$ cat config.mk
export PLATFORM = sky130hd
export DESIGN_NAME = infix_int_expression_evaluator_core
export DESIGN_NICKNAME = d
export VERILOG_FILES = /design/src/sv/iiee_pkg.sv /design/src/sv/iiee_div.sv /design/src/sv/iiee_dp.sv /design/src/sv/iiee_ctrl.sv /design/src/sv/infix_int_expression_evaluator_core.sv
export SDC_FILE = /design/constraint.sdc
export NUM_CORES = 2
export LEC_CHECK = 0
export ABC_CLOCK_PERIOD_IN_PS = 8500
export BUFFER_PORTS_ARGS = -buffer_cell sky130_fd_sc_hd__clkbuf_2
export CAP_MARGIN = 20
export CORE_MARGIN = 3
export CORE_UTILIZATION = 65
export DETAILED_ROUTE_END_ITERATION = 8
export PLACE_DENSITY = 0.82
export SETUP_SLACK_MARGIN = 0.3
export SLEW_MARGIN = 0
export SYNTH_ARGS = -nofsm -noshare
export SYNTH_HDL_FRONTEND = slang
export SYNTH_SLANG_ARGS = --single-unit
$ cat constraint.sdc
create_clock -name clk -period 8.5 [get_ports clk]
set_input_delay 0.425 -clock clk [delete_from_list [all_inputs] [get_ports clk]]
set_output_delay 0.425 -clock clk [all_outputs]
set_load 0.005 [all_outputs]
$ cat src/sv/iiee_pkg.sv
// Shared types, character codes and helper functions for the expression evaluator.
`default_nettype none

package iiee_pkg;

  localparam int WORD_BITS  = 32;
  localparam int VALUE_BITS = 32;
  localparam int CNT_BITS   = $clog2(WORD_BITS + 1);
  localparam int EXT_BITS   = (WORD_BITS > VALUE_BITS) ? WORD_BITS : VALUE_BITS;

  typedef logic [WORD_BITS-1:0] word_t;

  localparam logic [7:0] CH_TAB   = 8'h09;
  localparam logic [7:0] CH_CR    = 8'h0D;
  localparam logic [7:0] CH_SPACE = 8'h20;
  localparam logic [7:0] CH_STAR  = 8'h2A;
  localparam logic [7:0] CH_PLUS  = 8'h2B;
  localparam logic [7:0] CH_MINUS = 8'h2D;
  localparam logic [7:0] CH_SLASH = 8'h2F;
  localparam logic [7:0] CH_ZERO  = 8'h30;
  localparam logic [7:0] CH_NINE  = 8'h39;

  localparam logic [3:0] DIGIT_TEN = 4'd10;

  localparam logic [1:0] OP_ADD = 2'd0;
  localparam logic [1:0] OP_SUB = 2'd1;
  localparam logic [1:0] OP_MUL = 2'd2;
  localparam logic [1:0] OP_DIV = 2'd3;

  localparam logic [1:0] CL_DIGIT = 2'd0;
  localparam logic [1:0] CL_SPACE = 2'd1;
  localparam logic [1:0] CL_OP    = 2'd2;
  localparam logic [1:0] CL_BAD   = 2'd3;

  typedef struct packed {
    logic [7:0] char_code;
    logic       last;
  } in_req_t;

  typedef struct packed {
    logic signed [VALUE_BITS-1:0] value;
    logic                         div_zero;
    logic                         bad_char;
  } out_req_t;

  typedef struct packed {
    logic accept;
    logic load_plus;
    logic mul;
    logic div_start;
    logic div_take;
    logic apply;
    logic emit;
  } cmd_t;

  typedef struct packed {
    logic in_is_op;
    logic in_last;
    logic term_valid;
    logic mul_is_div;
    logic div_done;
    logic div_busy;
  } sts_t;

  function automatic logic [1:0] char_class(input logic [7:0] c);
    logic [1:0] cl;
    case (c) inside
      [CH_ZERO:CH_NINE]:                    cl = CL_DIGIT;
      CH_SPACE, [CH_TAB:CH_CR]:             cl = CL_SPACE;
      CH_PLUS, CH_MINUS, CH_STAR, CH_SLASH: cl = CL_OP;
      default:                              cl = CL_BAD;
    endcase
    return cl;
  endfunction

  function automatic logic [1:0] op_code(input logic [7:0] c);
    logic [1:0] op;
    case (c)
      CH_MINUS: op = OP_SUB;
      CH_STAR:  op = OP_MUL;
      CH_SLASH: op = OP_DIV;
      default:  op = OP_ADD;
    endcase
    return op;
  endfunction

  function automatic logic [VALUE_BITS-1:0] to_value(input word_t w);
    logic [EXT_BITS-1:0] ext;
    ext = EXT_BITS'(w);
    return ext[VALUE_BITS-1:0];
  endfunction

endpackage

`default_nettype wire

$ cat src/sv/iiee_div.sv
// Iterative signed restoring divider, one quotient bit per cycle, truncating toward zero.
`default_nettype none

module iiee_div
  import iiee_pkg::*;
(
  input  wire logic  clk,
  input  wire logic  rst_n,
  input  wire logic  start,
  input  wire word_t dividend,
  input  wire word_t divisor,
  output logic       busy,
  output logic       done,
  output word_t      quotient,
  output logic       zero_div
);

  logic                busy_r, busy_nxt;
  logic                done_r, done_nxt;
  logic [CNT_BITS-1:0] cnt_r, cnt_nxt;
  word_t               quo_r, quo_nxt;
  word_t               rem_r, rem_nxt;
  word_t               mb_r, mb_nxt;
  logic                neg_r, neg_nxt;
  logic                zero_r, zero_nxt;

  logic [WORD_BITS:0]  shifted;
  logic [WORD_BITS:0]  trial;
  logic                sa, sb;

  always_comb begin
    sa       = dividend[WORD_BITS-1];
    sb       = divisor[WORD_BITS-1];
    shifted  = {rem_r, quo_r[WORD_BITS-1]};
    trial    = shifted - {1'b0, mb_r};
    busy_nxt = busy_r;
    done_nxt = 1'b0;
    cnt_nxt  = cnt_r;
    quo_nxt  = quo_r;
    rem_nxt  = rem_r;
    mb_nxt   = mb_r;
    neg_nxt  = neg_r;
    zero_nxt = zero_r;
    if (start) begin
      neg_nxt  = sa ^ sb;
      mb_nxt   = sb ? (~divisor + 1'b1) : divisor;
      quo_nxt  = sa ? (~dividend + 1'b1) : dividend;
      rem_nxt  = '0;
      zero_nxt = (divisor == '0);
      if (divisor == '0) begin
        done_nxt = 1'b1;
      end else begin
        busy_nxt = 1'b1;
        cnt_nxt  = CNT_BITS'(WORD_BITS);
      end
    end else if (busy_r) begin
      if (!trial[WORD_BITS]) begin
        rem_nxt = trial[WORD_BITS-1:0];
        quo_nxt = {quo_r[WORD_BITS-2:0], 1'b1};
      end else begin
        rem_nxt = shifted[WORD_BITS-1:0];
        quo_nxt = {quo_r[WORD_BITS-2:0], 1'b0};
      end
      cnt_nxt = cnt_r - 1'b1;
      if (cnt_r == CNT_BITS'(1)) begin
        busy_nxt = 1'b0;
        done_nxt = 1'b1;
      end
    end
  end

  always_ff @(posedge clk) begin
    if (!rst_n) begin
      busy_r <= 1'b0;
      done_r <= 1'b0;
      cnt_r  <= '0;
    end else begin
      busy_r <= busy_nxt;
      done_r <= done_nxt;
      cnt_r  <= cnt_nxt;
    end
  end

  always_ff @(posedge clk) begin
    quo_r  <= quo_nxt;
    rem_r  <= rem_nxt;
    mb_r   <= mb_nxt;
    neg_r  <= neg_nxt;
    zero_r <= zero_nxt;
  end

  assign busy     = busy_r;
  assign done     = done_r;
  assign zero_div = zero_r;
  assign quotient = zero_r ? '0 : (neg_r ? (~quo_r + 1'b1) : quo_r);

endmodule

`default_nettype wire

$ cat src/sv/iiee_dp.sv
// Datapath: number assembly, pending sum and term, multiplier, divider and result register.
`default_nettype none

module iiee_dp
  import iiee_pkg::*;
(
  input  wire logic     clk,
  input  wire logic     rst_n,
  input  wire in_req_t  in_req,
  input  wire cmd_t     cmd,
  output sts_t          sts,
  output out_req_t      out_req
);

  word_t      sum_r, sum_nxt;
  logic       sum_valid_r, sum_valid_nxt;
  logic       minus_r, minus_nxt;
  word_t      term_r, term_nxt;
  logic       term_valid_r, term_valid_nxt;
  logic       is_div_r, is_div_nxt;
  word_t      cur_r, cur_nxt;
  logic       err_div_r, err_div_nxt;
  logic       err_bad_r, err_bad_nxt;
  logic [1:0] op_r, op_nxt;
  word_t      v_r, v_nxt;
  out_req_t   out_r, out_nxt;

  logic [1:0] in_class;
  word_t      digit_val;
  word_t      quotient;
  logic       div_busy, div_done, div_zero;

  iiee_div u_div (
    .clk      (clk),
    .rst_n    (rst_n),
    .start    (cmd.div_start),
    .dividend (term_r),
    .divisor  (v_r),
    .busy     (div_busy),
    .done     (div_done),
    .quotient (quotient),
    .zero_div (div_zero)
  );

  always_comb begin
    in_class  = char_class(in_req.char_code);
    digit_val = WORD_BITS'(in_req.char_code - CH_ZERO);

    sum_nxt        = sum_r;
    sum_valid_nxt  = sum_valid_r;
    minus_nxt      = minus_r;
    term_nxt       = term_r;
    term_valid_nxt = term_valid_r;
    is_div_nxt     = is_div_r;
    cur_nxt        = cur_r;
    err_div_nxt    = err_div_r;
    err_bad_nxt    = err_bad_r;
    op_nxt         = op_r;
    v_nxt          = v_r;
    out_nxt        = out_r;

    if (cmd.accept) begin
      case (in_class)
        CL_DIGIT: cur_nxt = WORD_BITS'(cur_r * DIGIT_TEN) + digit_val;
        CL_OP: begin
          op_nxt = op_code(in_req.char_code);
          v_nxt  = cur_r;
        end
        CL_BAD:   err_bad_nxt = 1'b1;
        default: ;
      endcase
    end

    if (cmd.load_plus) begin
      op_nxt = OP_ADD;
      v_nxt  = cur_r;
    end

    if (cmd.mul) begin
      v_nxt = WORD_BITS'(term_r * v_r);
    end

    if (cmd.div_take) begin
      v_nxt       = quotient;
      err_div_nxt = err_div_r | div_zero;
    end

    if (cmd.apply) begin
      term_valid_nxt = 1'b0;
      cur_nxt        = '0;
      if ((op_r == OP_MUL) || (op_r == OP_DIV)) begin
        term_nxt       = v_r;
        term_valid_nxt = 1'b1;
        is_div_nxt     = (op_r == OP_DIV);
      end else begin
        if (!sum_valid_r) begin
          sum_nxt       = v_r;
          sum_valid_nxt = 1'b1;
        end else begin
          sum_nxt = minus_r ? (sum_r - v_r) : (sum_r + v_r);
        end
        minus_nxt = (op_r == OP_SUB);
      end
    end

    // Capture the result, then drop all expression state for the next one
    if (cmd.emit) begin
      out_nxt.value    = to_value(sum_r);
      out_nxt.div_zero = err_div_r;
      out_nxt.bad_char = err_bad_r;
      sum_nxt          = '0;
      sum_valid_nxt    = 1'b0;
      minus_nxt        = 1'b0;
      term_nxt         = '0;
      term_valid_nxt   = 1'b0;
      is_div_nxt       = 1'b0;
      cur_nxt          = '0;
      err_div_nxt      = 1'b0;
      err_bad_nxt      = 1'b0;
    end
  end

  always_ff @(posedge clk) begin
    if (!rst_n) begin
      sum_r        <= '0;
      sum_valid_r  <= 1'b0;
      minus_r      <= 1'b0;
      term_r       <= '0;
      term_valid_r <= 1'b0;
      is_div_r     <= 1'b0;
      cur_r        <= '0;
      err_div_r    <= 1'b0;
      err_bad_r    <= 1'b0;
    end else begin
      sum_r        <= sum_nxt;
      sum_valid_r  <= sum_valid_nxt;
      minus_r      <= minus_nxt;
      term_r       <= term_nxt;
      term_valid_r <= term_valid_nxt;
      is_div_r     <= is_div_nxt;
      cur_r        <= cur_nxt;
      err_div_r    <= err_div_nxt;
      err_bad_r    <= err_bad_nxt;
    end
  end

  always_ff @(posedge clk) begin
    op_r  <= op_nxt;
    v_r   <= v_nxt;
    out_r <= out_nxt;
  end

  always_comb begin
    sts.in_is_op   = (in_class == CL_OP);
    sts.in_last    = in_req.last;
    sts.term_valid = term_valid_r;
    sts.mul_is_div = is_div_r;
    sts.div_done   = div_done;
    sts.div_busy   = div_busy;
  end

  assign out_req = out_r;

endmodule

`default_nettype wire

$ cat src/sv/iiee_ctrl.sv
// Controller state machine: sequences operator evaluation, the closing '+' and result hand-off.
`default_nettype none

module iiee_ctrl
  import iiee_pkg::*;
(
  input  wire logic clk,
  input  wire logic rst_n,
  input  wire logic in_valid,
  output logic      in_stall,
  output logic      out_valid,
  input  wire logic out_stall,
  input  wire sts_t sts,
  output cmd_t      cmd
);

  localparam logic [2:0] S_IDLE  = 3'd0;
  localparam logic [2:0] S_PLUS  = 3'd1;
  localparam logic [2:0] S_EVAL  = 3'd2;
  localparam logic [2:0] S_DIV   = 3'd3;
  localparam logic [2:0] S_APPLY = 3'd4;
  localparam logic [2:0] S_EMIT  = 3'd5;

  logic [2:0] state_r, state_nxt;
  logic       last_r, last_nxt;
  logic       final_r, final_nxt;
  logic       out_valid_r, out_valid_nxt;
  logic       slot_free;

  always_comb begin
    cmd       = '0;
    state_nxt = state_r;
    last_nxt  = last_r;
    final_nxt = final_r;
    slot_free = !out_valid_r || !out_stall;

    case (state_r)
      S_IDLE: begin
        if (in_valid) begin
          cmd.accept = 1'b1;
          last_nxt   = sts.in_last;
          final_nxt  = 1'b0;
          if (sts.in_is_op) begin
            state_nxt = S_EVAL;
          end else if (sts.in_last) begin
            state_nxt = S_PLUS;
          end
        end
      end
      S_PLUS: begin
        cmd.load_plus = 1'b1;
        final_nxt     = 1'b1;
        state_nxt     = S_EVAL;
      end
      S_EVAL: begin
        if (!sts.term_valid) begin
          cmd.apply = 1'b1;
          state_nxt = final_r ? S_EMIT : (last_r ? S_PLUS : S_IDLE);
        end else if (sts.mul_is_div) begin
          cmd.div_start = 1'b1;
          state_nxt     = S_DIV;
        end else begin
          cmd.mul   = 1'b1;
          state_nxt = S_APPLY;
        end
      end
      S_DIV: begin
        if (sts.div_done) begin
          cmd.div_take = 1'b1;
          state_nxt    = S_APPLY;
        end
      end
      S_APPLY: begin
        cmd.apply = 1'b1;
        state_nxt = final_r ? S_EMIT : (last_r ? S_PLUS : S_IDLE);
      end
      S_EMIT: begin
        if (slot_free) begin
          cmd.emit  = 1'b1;
          last_nxt  = 1'b0;
          final_nxt = 1'b0;
          state_nxt = S_IDLE;
        end
      end
      default: begin
        state_nxt = S_IDLE;
      end
    endcase

    if (cmd.emit) begin
      out_valid_nxt = 1'b1;
    end else if (!out_stall) begin
      out_valid_nxt = 1'b0;
    end else begin
      out_valid_nxt = out_valid_r;
    end
  end

  always_ff @(posedge clk) begin
    if (!rst_n) begin
      state_r     <= S_IDLE;
      last_r      <= 1'b0;
      final_r     <= 1'b0;
      out_valid_r <= 1'b0;
    end else begin
      state_r     <= state_nxt;
      last_r      <= last_nxt;
      final_r     <= final_nxt;
      out_valid_r <= out_valid_nxt;
    end
  end

  assign in_stall  = (state_r != S_IDLE);
  assign out_valid = out_valid_r;

endmodule

`default_nettype wire

$ cat src/sv/infix_int_expression_evaluator_core.sv
// Top level of the infix integer expression evaluator: controller, datapath and checks.
`default_nettype none

// Evaluates an infix expression of non-negative decimal integers with + - * / and
// whitespace, fed one ASCII character per input request; the request flagged last
// closes the expression with an implicit '+', and one result request then carries
// the 32-bit wrapped value plus sticky divide-by-zero and bad-character flags, after
// which all expression state clears. '*' and '/' bind tighter than '+' and '-';
// division truncates toward zero, and a quotient by zero is taken as 0. A digit,
// whitespace or ignored character is accepted with no further evaluation step. An
// operator that closes a multiplication adds a pass through the single 32x32
// multiplier, which is registered; one that closes a division waits on the restoring
// divider, which retires one quotient bit per cycle and skips the iteration on a zero
// divisor. The last character adds the closing '+' pass and a load of the result
// register. The result register lets the next expression start while a finished
// result is still stalled downstream.
module infix_int_expression_evaluator_core
  import iiee_pkg::*;
(
  input  wire logic     clk,
  input  wire logic     rst_n,
  input  wire logic     in_valid,
  output logic          in_stall,
  input  wire in_req_t  in_req,
  output logic          out_valid,
  input  wire logic     out_stall,
  output out_req_t      out_req
);

  cmd_t cmd;
  sts_t sts;

  // Sequence each request through evaluation steps
  iiee_ctrl u_ctrl (
    .clk       (clk),
    .rst_n     (rst_n),
    .in_valid  (in_valid),
    .in_stall  (in_stall),
    .out_valid (out_valid),
    .out_stall (out_stall),
    .sts       (sts),
    .cmd       (cmd)
  );

  // Hold operands, pending sum and term, and the result register
  iiee_dp u_dp (
    .clk     (clk),
    .rst_n   (rst_n),
    .in_req  (in_req),
    .cmd     (cmd),
    .sts     (sts),
    .out_req (out_req)
  );

  // Divider running means no new request may be taken
  a_div_blocks_input: assert property (@(posedge clk) disable iff (!rst_n)
    sts.div_busy |-> in_stall)
    else $error("input accepted while divider busy");

  // Never restart the divider mid-division
  a_div_no_restart: assert property (@(posedge clk) disable iff (!rst_n)
    cmd.div_start |-> !sts.div_busy)
    else $error("divider restarted while busy");

  // Never overwrite a result still stalled downstream
  a_emit_slot_free: assert property (@(posedge clk) disable iff (!rst_n)
    cmd.emit |-> (!out_valid || !out_stall))
    else $error("result overwritten while stalled");

  // A captured result is offered in the following cycle
  a_emit_offers: assert property (@(posedge clk) disable iff (!rst_n)
    cmd.emit |=> out_valid)
    else $error("captured result not offered");

endmodule

`default_nettype wire

==> impl_metrics.py <==
metrics = {
    "clock_tree": {
        "numCtsBuffers": 34,
        "cts_tree": "yes",
        "clk_latency_ps": 560,
        "clk_pin_slew_ps": 70,
        "cts_buffer_depth": 3,
        "cts_hold_buffers": 0,
        "htree_levels": 2,
        "numClockSinks": 282,
        "cts_root_buf": "clkbuf_16",
    },
    "logic_synthesis": {
        "async_reset_ff_frac": 0,
        "postSynthCellCount": 4041,
        "synth_top_family_by_area": "adder cells",
        "synth_fa_ha_area_frac": 0.332,
        "synth_mux_area_frac": 0.0161,
        "synth_seq_cells": 282,
        "synth-main-ff-cell": "dfxtp_1",
        "synth_cell_type_count": 79,
        "synthSimpleGateAreaFrac": 0.174,
        "syn_avg_cell_area_um2": 8.77,
        "synthesis.area_um2": 35400,
        "synth_xor_area_frac": 0.0778,
        "yosysWarnings": 0,
        "synth.net_count": 4746,
        "synth-compound-area-share": 0.126,
        "synth_edf_count": 132,
        "synth-seq-area-share": 0.197,
    },
    "power_and_ir_drop": {
        "max-vdd-ir-drop_uv": 150,
        "p_leak_uw": 0.0171,
        "powerDensity_nw_per_um2": 116,
    },
    "global_routing": {
        "grt_overflow_total": 0,
        "grt_first_pass_wirelength_um": 155000,
        "antenna_found_initial": 0,
        "grt_usage": 0.347,
        "grt_max_degree": 92,
        "grt_pass1_vias": 28700,
    },
    "layout": {
        "fin_area_um2": 37500,
        "area_growth_pct": 5.72,
        "final_layout_size_suffix_gt1_frac": 0.0550,
        "final_nets": 4696,
        "most-common-layout-cells": "503 x inv_1, 487 x nand2_1, 412 x fa_1, 318 x and2_1, 280 x ha_1",
        "final_common_cell": "inv_1",
    },
    "hold_path": {
        "min_path_type": "in -> reg",
        "hold_depth": 3,
    },
    "floorplanning": {
        "die_w_um": 239,
        "die_h_um": 239,
        "initial_core_util": 0.665,
        "dieArea_um2": 57300,
        "coreArea_um2": 53300,
        "core.rowCount": 84,
        "io_pins": 49,
    },
    "critical_path": {
        "start_kind": "flip-flop",
        "end_kind": "flip-flop",
        "arrival_ps": 8210,
        "critPathRequiredTime_ps": 8820,
        "reg2reg_depth": 24,
        "crit_type": "reg -> reg",
        "cp_max_fo": 21,
    },
    "detailed_routing": {
        "wirelength_um": 97900,
        "firstDrtPassIters": 6,
        "via_per_inst": 6.15,
        "via_count": 28900,
        "drc_errors": 0,
        "avgRoutedWirePerCell_um": 20.8,
        "drt_iter0_markers": 2698,
        "drtAntennaViolNets": 0,
    },
    "timing": {
        "worst_pin_slew_ps": 1090,
        "fin_skew_ps": 25.2,
        "maxSlewHeadroom": 0.272,
        "finalHoldViolCount": 0,
        "finalSetupViolCount": 0,
        "drv_slew": 0,
        "timing.setup.tns_ps": 0,
        "grt_setup_unrepaired": "false",
        "period_share": 0.928,
        "setup_ws_ps": 613,
        "fmax_mhz": 127,
        "post-route-min-period_ps": 7890,
    },
    "place": {
        "dpl-instance-area_um2": 36400,
        "gp_congestion": 0.989,
        "portBuffers": 48,
        "hpwlAfterDp_um": 75100,
        "place_ws_ps": 685,
    },
    "status": {
        "status": "finished clean",
    },
    "job": {
        "drv_cap": 0,
    },
}
[critical path, stage by stage (launching register included)]
cell	delay (ps)
dfxtp_1	960
and2_1	250
fa_1	410
inv_1	90
fa_1	410
fa_1	500
fa_1	490
inv_1	50
ha_1	290
ha_1	320
fa_1	540
inv_1	60
fa_1	540
inv_1	50
ha_1	340
a21o_1	170
a21o_1	200
a211oi_1	330
o21ai_0	350
a41oi_1	390
o21ai_0	190
a21oi_1	210
mux2i_1	190
a21oi_1	80
a211o_1	250
[registers in the layout (all words and copies together), names as in the netlist, 2 cells and up]
name,cells
u_dp.term_r,32
u_dp.u_div.cnt_r,6
u_dp.out_req,34
u_dp.u_div.quo_r,32
u_ctrl.state_r,3
u_dp.op_r,2
u_dp.cur_r,32
u_dp.sum_r,32
u_dp.u_div.mb_r,32
u_dp.u_div.rem_r,32
u_dp.v_r,32
[cells by family (layout without fill, tap and decap cells)]
logic type / count (synthesis) / in the layout
compound gates: 713 / 713
xor+xnor: 313 / 313
mux: 57 / 57
buf+inv: 729 / 704
flops: 282 / 282
fa+ha+maj: 692 / 692
other cells: 0 / 1
simple gates: 1255 / 1255
[final cells by class]
type	count	area (um^2)
clock inverter	13	115
tap	688	861
antenna	1	2.50
fill	4044	15800
clock buffer	48	956
inverter	504	1890
sequential	282	6970
multi-input combinational	3030	25700
timing repair buffer	139	943
[cell usage after synthesis (12+ instances only)]
cell / number / area, um^2
clkbuf_1: 216 / 811
nand4_1: 14 / 87.6
o31ai_1: 20 / 150
a211oi_1: 33 / 248
inv_1: 504 / 1890
o22ai_1: 12 / 75.1
fa_1: 412 / 8250
o211ai_1: 14 / 105
edfxtp_1: 132 / 3960
mux2i_1: 57 / 571
nor2_1: 169 / 634
xnor2_1: 199 / 1740
ha_1: 280 / 3500
or3_1: 23 / 144
xor2_1: 113 / 990
nand2b_1: 34 / 213
dfxtp_1: 150 / 3000
nand2_1: 489 / 1840
o21bai_1: 14 / 105
a21oi_1: 223 / 1120
o21ai_0: 183 / 916
nor2b_1: 35 / 219
o21a_1: 23 / 173
nand3_1: 59 / 295
a31oi_1: 20 / 125
a21o_1: 66 / 495
a21boi_0: 13 / 97.6
nor3_1: 47 / 235
and2_1: 318 / 1990
[per-stage QoR]
stage,cells,hold slack (ps),utilization,power [uW]
2_1_floorplan,4041,409,-,2500
3_3_place_gp,4641,431,0.682,2840
3_5_place_dp,4641,442,0.682,2860
4_1_cts,4702,125,0.702,4290
5_1_grt,4704,134,0.703,4490
6_report,4705,139,0.703,4330
[what timing repair did]
| item | in CTS | in global routing |
|---|---|---|
| buffers inserted | 0 | 2 |
| gates resized for setup | 0 | 2 |
| hold endpoints to repair | 0 | 0 |
| setup endpoints to repair | 0 | 1 |
[metal layers]
metal  wire (um)  GRT usage  vias up  part of all wire
met1       37100      0.445    13900              0.38
met2       43700      0.546     1485              0.45
met4        6930      0.208        0             0.071
li1            -          -    13100                 -
met5           0          0        -                 0
met3       10200     0.0735      370              0.10
[where the power goes]
group	total, uW	internal (uW)	switching [uW]
logic	1170	452	714
clock network	1450	824	622
registers	1720	1530	186
[final timing paths]
kind	start	to	slack, ps
max	u_dp.term_r[10]	u_dp.v_r[23]	610
min	in_req[0]	u_ctrl.last_r	140
max reg2reg	u_dp.term_r[10]	u_dp.v_r[23]	610
min reg2reg	u_dp.err_div_r	u_dp.out_req[1]	460
(Power assumes the default switching activity.)
